**config.mk**
```make
export PLATFORM = sky130hd
export DESIGN_NAME = adc_spi_reader_with_deadband
export DESIGN_NICKNAME = d
export VERILOG_FILES = /design/src/sv/adcdb_pkg.sv /design/src/sv/adcdb_seq.sv /design/src/sv/adcdb_deadband.sv /design/src/sv/adc_spi_reader_with_deadband.sv
export VERILOG_INCLUDE_DIRS = /design/src /design/src/sv
export SDC_FILE = /design/constraint.sdc
export NUM_CORES = 1
export LEC_CHECK = 0
export ABC_AREA = 1
export BUFFER_PORTS_ARGS = -buffer_cell sky130_fd_sc_hd__buf_2
export CORE_MARGIN = 5
export CORE_UTILIZATION = 45
export CTS_BUF_LIST = sky130_fd_sc_hd__clkbuf_2 sky130_fd_sc_hd__clkbuf_4 sky130_fd_sc_hd__clkbuf_8
export CTS_CLUSTER_DIAMETER = 60
export DETAILED_ROUTE_END_ITERATION = 8
export GPL_ROUTABILITY_DRIVEN = 0
export PLACE_DENSITY = 0.64
export SLEW_MARGIN = 20
export SYNTH_ARGS = -nofsm -noshare
export SYNTH_HDL_FRONTEND = slang
export SYNTH_HIERARCHICAL = 1
export SYNTH_SLANG_ARGS = --single-unit
```
**constraint.sdc**
```tcl
create_clock -name clk -period 5.8 [get_ports clk]
set_clock_uncertainty 0.2 [all_clocks]
set_input_delay 0.87 -clock clk [delete_from_list [all_inputs] [get_ports clk]]
set_output_delay 0.87 -clock clk [all_outputs]
set_load 0.02 [all_outputs]
```
**src/sv/adc_spi_reader_with_deadband_defines.svh**
```systemverilog
`ifndef ADC_SPI_READER_WITH_DEADBAND_DEFINES_SVH
`define ADC_SPI_READER_WITH_DEADBAND_DEFINES_SVH

// Concurrent check on the rising edge, disabled while reset is asserted.
`define ADCDB_ASSERT(lbl, clk, rst_n, prop, msg) \
	lbl: assert property (@(posedge clk) disable iff (!rst_n) prop) \
		else $error(msg);

// Condition that must never be seen on a rising edge out of reset.
`define ADCDB_ASSERT_NEVER(lbl, clk, rst_n, expr, msg) \
	lbl: assert property (@(posedge clk) disable iff (!rst_n) !(expr)) \
		else $error(msg);

`endif

```
**src/sv/adcdb_pkg.sv**
```systemverilog
`timescale 1ns / 1ps

package adcdb_pkg;

	localparam int CHANNELS  = 8;
	localparam int READ_BITS = 12;

	localparam int CH_W     = 3;
	localparam int SAMPLE_W = 10;
	localparam int CMD_W    = 5;
	localparam int EVENT_W  = 6;

	localparam logic [SAMPLE_W-1:0] TOL_RESET = SAMPLE_W'(5);

	// event 0 drops select, 1..15 send the command, then two events per read bit
	localparam logic [EVENT_W-1:0] CMD_EVENTS       = EVENT_W'(15);
	localparam logic [EVENT_W-1:0] READ_FIRST_EVENT = EVENT_W'(16);
	localparam logic [EVENT_W-1:0] LAST_EVENT       = EVENT_W'(16 + 2 * READ_BITS);

	typedef enum logic {
		OP_START = 1'b0,
		OP_TICK  = 1'b1
	} op_t;

	typedef enum logic [1:0] {
		PH_DATA = 2'd0,
		PH_RISE = 2'd1,
		PH_FALL = 2'd2
	} cmd_phase_t;

	typedef struct packed {
		logic                cs_n;
		logic                sclk;
		logic                mosi;
		logic                busy;
		logic                done;
		logic [SAMPLE_W-1:0] sample;
		logic [CH_W-1:0]     channel;
	} seq_res_t;

endpackage

```
**src/sv/adcdb_seq.sv**
```systemverilog
`timescale 1ns / 1ps

module adcdb_seq (
	input  logic                          clk,
	input  logic                          arst_n,
	input  logic                          fire,
	input  adcdb_pkg::op_t                op,
	input  logic [adcdb_pkg::CH_W-1:0]    ch,
	input  logic                          miso,
	output adcdb_pkg::seq_res_t           res
);

	logic [adcdb_pkg::EVENT_W-1:0]   event_q, event_d;
	logic                            active_q, active_d;
	logic [adcdb_pkg::CH_W-1:0]      cur_ch_q, cur_ch_d;
	logic [adcdb_pkg::CMD_W-1:0]     cmd_q, cmd_d;
	logic [adcdb_pkg::READ_BITS-1:0] rd_q, rd_d;
	adcdb_pkg::cmd_phase_t           phase_q, phase_d;
	logic                            cs_n_q, cs_n_d;
	logic                            sclk_q, sclk_d;
	logic                            mosi_q, mosi_d;
	logic                            done;
	logic [adcdb_pkg::EVENT_W-1:0]   read_off;

	assign read_off = event_q - adcdb_pkg::READ_FIRST_EVENT;

	always_comb begin
		event_d  = event_q;
		active_d = active_q;
		cur_ch_d = cur_ch_q;
		cmd_d    = cmd_q;
		rd_d     = rd_q;
		phase_d  = phase_q;
		cs_n_d   = cs_n_q;
		sclk_d   = sclk_q;
		mosi_d   = mosi_q;
		done     = 1'b0;
		if (fire) begin
			if (op == adcdb_pkg::OP_START) begin
				if (!active_q && (int'(ch) < adcdb_pkg::CHANNELS)) begin
					active_d = 1'b1;
					cur_ch_d = ch;
					event_d  = '0;
					cmd_d    = {2'b11, ch};
					rd_d     = '0;
					phase_d  = adcdb_pkg::PH_DATA;
				end
			end else if (active_q) begin
				event_d = event_q + 1'b1;
				if (event_q == '0) begin
					cs_n_d = 1'b0;
					sclk_d = 1'b0;
				end else if (event_q <= adcdb_pkg::CMD_EVENTS) begin
					case (phase_q)
						adcdb_pkg::PH_DATA: begin
							mosi_d  = cmd_q[adcdb_pkg::CMD_W-1];
							cmd_d   = {cmd_q[adcdb_pkg::CMD_W-2:0], 1'b0};
							phase_d = adcdb_pkg::PH_RISE;
						end
						adcdb_pkg::PH_RISE: begin
							sclk_d  = 1'b1;
							phase_d = adcdb_pkg::PH_FALL;
						end
						default: begin
							sclk_d  = 1'b0;
							phase_d = adcdb_pkg::PH_DATA;
						end
					endcase
				end else if (event_q < adcdb_pkg::LAST_EVENT) begin
					if (!read_off[0]) begin
						sclk_d = 1'b1;
					end else begin
						sclk_d = 1'b0;
						rd_d   = {rd_q[adcdb_pkg::READ_BITS-2:0], miso};
					end
				end else begin
					// end of frame: raise select and report
					cs_n_d   = 1'b1;
					active_d = 1'b0;
					event_d  = '0;
					done     = 1'b1;
				end
			end
		end
	end

	always_comb begin
		res.cs_n    = cs_n_d;
		res.sclk    = sclk_d;
		res.mosi    = mosi_d;
		res.busy    = active_d;
		res.done    = done;
		res.sample  = done ? rd_q[adcdb_pkg::SAMPLE_W:1] : '0;
		res.channel = done ? cur_ch_q : '0;
	end

	always_ff @(posedge clk or negedge arst_n) begin
		if (!arst_n) begin
			event_q  <= '0;
			active_q <= 1'b0;
			cur_ch_q <= '0;
			cmd_q    <= '0;
			rd_q     <= '0;
			phase_q  <= adcdb_pkg::PH_DATA;
			cs_n_q   <= 1'b1;
			sclk_q   <= 1'b0;
			mosi_q   <= 1'b0;
		end else begin
			event_q  <= event_d;
			active_q <= active_d;
			cur_ch_q <= cur_ch_d;
			cmd_q    <= cmd_d;
			rd_q     <= rd_d;
			phase_q  <= phase_d;
			cs_n_q   <= cs_n_d;
			sclk_q   <= sclk_d;
			mosi_q   <= mosi_d;
		end
	end

endmodule

```
**src/sv/adcdb_deadband.sv**
```systemverilog
`timescale 1ns / 1ps

module adcdb_deadband (
	input  logic                              clk,
	input  logic                              arst_n,
	input  logic                              wr,
	input  logic [adcdb_pkg::CH_W-1:0]        ch,
	input  logic [adcdb_pkg::SAMPLE_W-1:0]    sample,
	input  logic [adcdb_pkg::SAMPLE_W-1:0]    tolerance,
	output logic                              changed
);

	logic [adcdb_pkg::SAMPLE_W-1:0] prev_q [adcdb_pkg::CHANNELS];
	logic                           ch_ok;
	logic [adcdb_pkg::SAMPLE_W-1:0] prev;
	logic [adcdb_pkg::SAMPLE_W:0]   s_plus_tol;
	logic [adcdb_pkg::SAMPLE_W:0]   p_plus_tol;

	assign ch_ok = int'(ch) < adcdb_pkg::CHANNELS;
	assign prev  = ch_ok ? prev_q[ch] : '0;

	// outside the band: prev - tol > s, or prev + tol < s
	assign s_plus_tol = {1'b0, sample} + {1'b0, tolerance};
	assign p_plus_tol = {1'b0, prev} + {1'b0, tolerance};
	assign changed    = ({1'b0, prev} > s_plus_tol) || (p_plus_tol < {1'b0, sample});

	always_ff @(posedge clk or negedge arst_n) begin
		if (!arst_n) begin
			for (int i = 0; i < adcdb_pkg::CHANNELS; i++) begin
				prev_q[i] <= '0;
			end
		end else if (wr && ch_ok) begin
			prev_q[ch] <= sample;
		end
	end

endmodule

```
**src/sv/adc_spi_reader_with_deadband.sv**
```systemverilog
// A beat accepted into the input stage moves to the result stage once the result slot is free.
// One beat per cycle while the result stage is not stalled; sequencer and deadband compare are combinational.
// A stalled result stage holds one more beat in the input stage, then drops in_ready.
// Reset (arst_n low, async): sequencer idle, select high, clock and data low,
// tolerance 5, per-channel previous samples cleared to zero at once; no clearing pass.
`timescale 1ns / 1ps
`include "adc_spi_reader_with_deadband_defines.svh"

module adc_spi_reader_with_deadband (
	input  logic                                clk,
	input  logic                                arst_n,
	// tolerance register write
	input  logic                                cfg_we,
	input  logic [adcdb_pkg::SAMPLE_W-1:0]      cfg_wdata,
	// input channel
	input  logic                                in_valid,
	output logic                                in_ready,
	input  logic                                operation,
	input  logic [adcdb_pkg::CH_W-1:0]          channel,
	input  logic                                miso,
	// result channel
	output logic                                out_valid,
	input  logic                                out_ready,
	output logic                                cs_n,
	output logic                                sclk,
	output logic                                mosi,
	output logic                                busy_res,
	output logic                                done_res,
	output logic [adcdb_pkg::SAMPLE_W-1:0]      sample,
	output logic [adcdb_pkg::CH_W-1:0]          sample_channel,
	output logic                                changed
);

	logic [adcdb_pkg::SAMPLE_W-1:0] tolerance_q;

	// input stage
	logic                           valid_s1;
	adcdb_pkg::op_t                 op_s1;
	logic [adcdb_pkg::CH_W-1:0]     ch_s1;
	logic                           miso_s1;

	// result stage
	logic                           valid_s2;
	adcdb_pkg::seq_res_t            res_s2;
	logic                           changed_s2;

	logic                           in_fire;
	logic                           advance;
	adcdb_pkg::seq_res_t            seq_res;
	logic                           db_changed;

	// Advance the input stage whenever the result slot is free or drains this cycle.
	assign advance  = valid_s1 && (!valid_s2 || out_ready);
	assign in_ready = !valid_s1 || advance;
	assign in_fire  = in_valid && in_ready;

	always_ff @(posedge clk or negedge arst_n) begin
		if (!arst_n) begin
			tolerance_q <= adcdb_pkg::TOL_RESET;
		end else if (cfg_we) begin
			tolerance_q <= cfg_wdata;
		end
	end

	always_ff @(posedge clk or negedge arst_n) begin
		if (!arst_n) begin
			valid_s1 <= 1'b0;
		end else if (in_fire) begin
			valid_s1 <= 1'b1;
		end else if (advance) begin
			valid_s1 <= 1'b0;
		end
	end

	// hold payload until the stage is reloaded
	always_ff @(posedge clk) begin
		if (in_fire) begin
			op_s1   <= adcdb_pkg::op_t'(operation);
			ch_s1   <= channel;
			miso_s1 <= miso;
		end
	end

	// Pin sequencer: one pin event per tick beat while a conversion is active, state moves only when the beat advances.
	adcdb_seq u_seq (
		.clk    (clk),
		.arst_n (arst_n),
		.fire   (advance),
		.op     (op_s1),
		.ch     (ch_s1),
		.miso   (miso_s1),
		.res    (seq_res)
	);

	// Deadband compare against the last sample of the channel, store updated on done.
	adcdb_deadband u_deadband (
		.clk       (clk),
		.arst_n    (arst_n),
		.wr        (advance && seq_res.done),
		.ch        (seq_res.channel),
		.sample    (seq_res.sample),
		.tolerance (tolerance_q),
		.changed   (db_changed)
	);

	always_ff @(posedge clk or negedge arst_n) begin
		if (!arst_n) begin
			valid_s2 <= 1'b0;
		end else if (advance) begin
			valid_s2 <= 1'b1;
		end else if (out_ready) begin
			valid_s2 <= 1'b0;
		end
	end

	always_ff @(posedge clk) begin
		if (advance) begin
			res_s2     <= seq_res;
			changed_s2 <= seq_res.done && db_changed;
		end
	end

	assign out_valid      = valid_s2;
	assign cs_n           = res_s2.cs_n;
	assign sclk           = res_s2.sclk;
	assign mosi           = res_s2.mosi;
	assign busy_res       = res_s2.busy;
	assign done_res       = res_s2.done;
	assign sample         = res_s2.sample;
	assign sample_channel = res_s2.channel;
	assign changed        = changed_s2;

	`ADCDB_ASSERT(a_done_ends_frame, clk, arst_n, (out_valid && done_res) |-> (cs_n && !busy_res), "done beat must raise select and clear busy")
	`ADCDB_ASSERT_NEVER(a_idle_fields_zero, clk, arst_n, out_valid && !done_res && (changed || (sample != '0)), "sample fields set on a beat without done")
	`ADCDB_ASSERT(a_idle_select_high, clk, arst_n, (out_valid && !busy_res) |-> cs_n, "select low while sequencer idle")
	`ADCDB_ASSERT(a_stage_moves, clk, arst_n, (valid_s1 && !valid_s2) |=> valid_s2, "input stage did not reach the result slot")

endmodule

```
==> results.sh <==
export IMPL_cts_tree="yes"
export IMPL_path_buf_inv=5
export IMPL_r2r_start="out_valid$_DFFE_PN0P_"
export IMPL_cp_endpoint="changed$_DFFE_PP_"
export IMPL_critPathMaxFanout=45
export IMPL_reg2reg_to="changed$_DFFE_PP_"
export IMPL_fmax_mhz=206
export IMPL_crit_top_cell="nand2_1"
export IMPL_cp_required_ns=5.81
export IMPL_cts_root_buffer="clkbuf_8"
export IMPL_synth_top_area_share_pct=37.8
export IMPL_synth_top_cell_by_area="dfrtp_1"
export IMPL_synth_area_top_cells="dfrtp_1 (38%), nand2_1 (12%), edfxtp_1 (9.1%)"
export IMPL_synth_nets=1021
export IMPL_critical_path_class="in2reg"
export IMPL_path_clk_slew_ns=0.08
export IMPL_rows=48
export IMPL_ios=41
export IMPL_clockBufferDepth=2
export IMPL_finalHoldViolCount=0
export IMPL_end_kind="register"
export IMPL_crit_slowest_cell="fa_1"
export IMPL_cp_top_family="simple AND/OR/NAND/NOR gates"
export IMPL_h_tree_depth=4
export IMPL_port_buffer_count=40
export IMPL_routed_wl_um=19100
export IMPL_swShare_pct=26.5
export IMPL_cts_sinks=147
export IMPL_whs_ns=0.116
export IMPL_drv_slew=0
export IMPL_pwr_share_seq_pct=49.8
export IMPL_dpl_hpwl_um=13700
export IMPL_overflow=0
export IMPL_cts_buffers=17
export IMPL_die_area_um2=20400
export IMPL_final_cell_mix="nand2_1 (258), dfrtp_1 (120), inv_1 (109)"
export IMPL_power_frac_clock_pct=37.4
export IMPL_regToRegSetupSlack_ns=1.06
export IMPL_setup_tns_ns=0
export IMPL_relSlewSlack_pct=31.9
export IMPL_layout_commonest_cell="nand2_1"
export IMPL_wl_per_cell_um=15.6
export IMPL_pwr_density_cell_nw_per_um2=270
export IMPL_combPwrFrac_pct=12.8
export IMPL_die_y_um=143
export IMPL_yosysSeqAreaShare_pct=47.9
export IMPL_drc=0
export IMPL_rsz0062_at_grt="false"
export IMPL_synth_distinct_cells=40
export IMPL_num_fill_cells=1663
export IMPL_synthToLayoutAreaGrowth_pct=9.39
export IMPL_cts_hold_buf=0
export IMPL_ys_ff_latch=147
export IMPL_start_kind="input pin"
export IMPL_status="finished, final reports clean"
export IMPL_post_route_period_util_pct=83.6
export IMPL_cp_startpoint="out_ready"
export IMPL_arrival_ns=4.86
export IMPL_drt_iter0_markers=559
export IMPL_grt_pass1_vias=6069
export IMPL_fp_dieW_um=143
export IMPL_slowest_delay_ns=0.55
export IMPL_post_cts_buffers=0
export IMPL_r2r_cells=29
export IMPL_route_vias_total=6279
export IMPL_synth_area_um2=7950
export IMPL_grt_max_degree=61
export IMPL_yosysWarningCount=6
export IMPL_vias_per_cell=5.14
export IMPL_clock_latency_ns=0.45
export IMPL_finalSetupViolCount=0
export IMPL_grtUsageTotal_pct=19.7
export IMPL_ir_drop_mv=0.132
export IMPL_core_um2=17300
export IMPL_start_util_pct=45.9
export IMPL_antenna_found_initial=0
export IMPL_fin_nets=1049
export IMPL_p_int_w=0.00172
export IMPL_post_cts_resized=0
export IMPL_syn_instance_count=956
export IMPL_tightest_slew_ns=1.02
export IMPL_drtAntennaViolNets=0
export IMPL_worstHoldPathType="in2async"
export IMPL_diodes=0
export IMPL_leakagePower_nw=4.19
export IMPL_drive_above_1_share_pct=11.7
export IMPL_period_needed_ns=4.85
export IMPL_cap_violations=0
export IMPL_p_sw_w=0.000621
export IMPL_drt_pass1_iterations=5
export IMPL_grt_first_pass_wirelength_um=31300
export IMPL_cp_depth=31
export IMPL_avgSynthCellArea_um2=8.31
## kinds of logic (layout without fill, tap and decap cells)
| kind of cell | after synthesis | after routing | share of synthesized area (%) |
|---|---|---|---|
| and+or+nand+nor | 398 | 398 | 20.9 |
| AOI/OAI and AO/OA | 196 | 196 | 13.7 |
| buffers and inverters | 154 | 195 | 8.50 |
| DFF | 147 | 147 | 47.9 |
| adders and majority gates | 45 | 45 | 7.28 |
| xor gates and xnor gates | 16 | 16 | 1.76 |
## flip-flops by register name, indices dropped and copies added (netlist names), 2 cells and up
signal and flops:
u_seq/cur_ch_q 3, ch_s1 3, tolerance_q 10, u_seq/event_q 6, u_seq/rd_q 11, u_seq/phase_q 2, u_seq/cmd_q 5, sample_channel 3
sample 10, u_deadband/prev_q 80
## worst min-delay path by stage
stage	end	slack (ns)	startpoint	depth (start not counted)
6_report	u_seq/cmd_q[2]$_DFFE_PN0P_	0.12	arst_n	1
5_1_grt	u_deadband/prev_q[2]$_DFFE_PN0P_	0.10	arst_n	1
4_1_cts	u_deadband/prev_q[1]$_DFFE_PN0P_	0.10	arst_n	1
3_5_place_dp	u_seq/cmd_q[4]$_DFFE_PN0P_	0.25	u_seq/cmd_q[4]$_DFFE_PN0P_	2
3_3_place_gp	u_seq/cmd_q[4]$_DFFE_PN0P_	0.25	u_seq/cmd_q[4]$_DFFE_PN0P_	2
2_1_floorplan	u_seq/cmd_q[2]$_DFFE_PN0P_	0.23	u_seq/cmd_q[2]$_DFFE_PN0P_	2
## routing by layer
metal  GRT usage [%]  routed length [um]
met5               0                   0
met4            6.70                 362
met3            3.99                 912
met2            31.4                8740
met1            26.9                9060
## Yosys cell counts
master,count
nor2_4,1
nor2_8,1
nand3_1,32
a21boi_0,1
buf_2,15
nand3_2,1
buf_4,9
o21ai_2,11
o21bai_1,3
xor2_1,10
fa_1,2
nor2_2,4
o22ai_1,1
dfstp_2,3
o211ai_2,1
o21ai_0,96
a31oi_1,4
ha_1,43
nand2_2,6
nor3_1,1
o21ai_1,31
buf_6,6
inv_2,8
o211ai_1,11
nand3b_1,12
nor2_1,73
xnor2_1,6
nand2_1,258
a21o_1,3
nor3b_1,2
edfxtp_1,24
a21oi_1,31
inv_1,109
a211oi_1,2
or2_2,2
dfrtp_1,120
clkbuf_1,7
or2_1,1
nand4_1,4
a21boi_1,1
## worst register-to-register path: cells and delay by family, from the launching register on
| family | cells | cell delay (ns) |
|---|---|---|
| DFF | 1 | 0.40 |
| AOI/OAI and AO/OA | 4 | 0.62 |
| and+or+nand+nor | 19 | 1.75 |
| xor gates and xnor gates | 1 | 0.16 |
| buffers and inverters | 3 | 0.54 |
| adders and majority gates | 2 | 0.84 |
## final cells by class
type	instances	area, um2	share of cell area [%]
clock inverters	8	121	1.40
clock buffers	24	324	3.73
multi-input cells	655	3470	40.0
flip-flops and latches	147	3800	43.8
well taps	225	282	3.24
repair buffers	46	248	2.85
inverters	117	439	5.05
## power groups by stage
stage / Clock, W / Combinational (W) / Sequential (W)
detailed placement: 0 / 0.000304 / 0.00119
global route: 0.000954 / 0.000344 / 0.00118
floorplan: 0 / 0.000208 / 0.00119
finish: 0.000877 / 0.000301 / 0.00117
CTS: 0.000902 / 0.000305 / 0.00117
global placement: 0 / 0.000299 / 0.00119
## stage by stage
step	power (W)	cell area (um2)	util [%]	setup slack [ns]	instances
finish	0.00235	8690	50.2	0.951	1222
global route	0.00247	8690	50.2	0.547	1222
CTS	0.00237	8690	50.2	1.01	1222
detailed placement	0.00149	8250	47.7	0.504	1190
global placement	0.00149	8250	47.7	0.562	1190
floorplan	0.00140	7950	-	0.659	956
No activity file was read; power rests on OpenSTA's default activity.
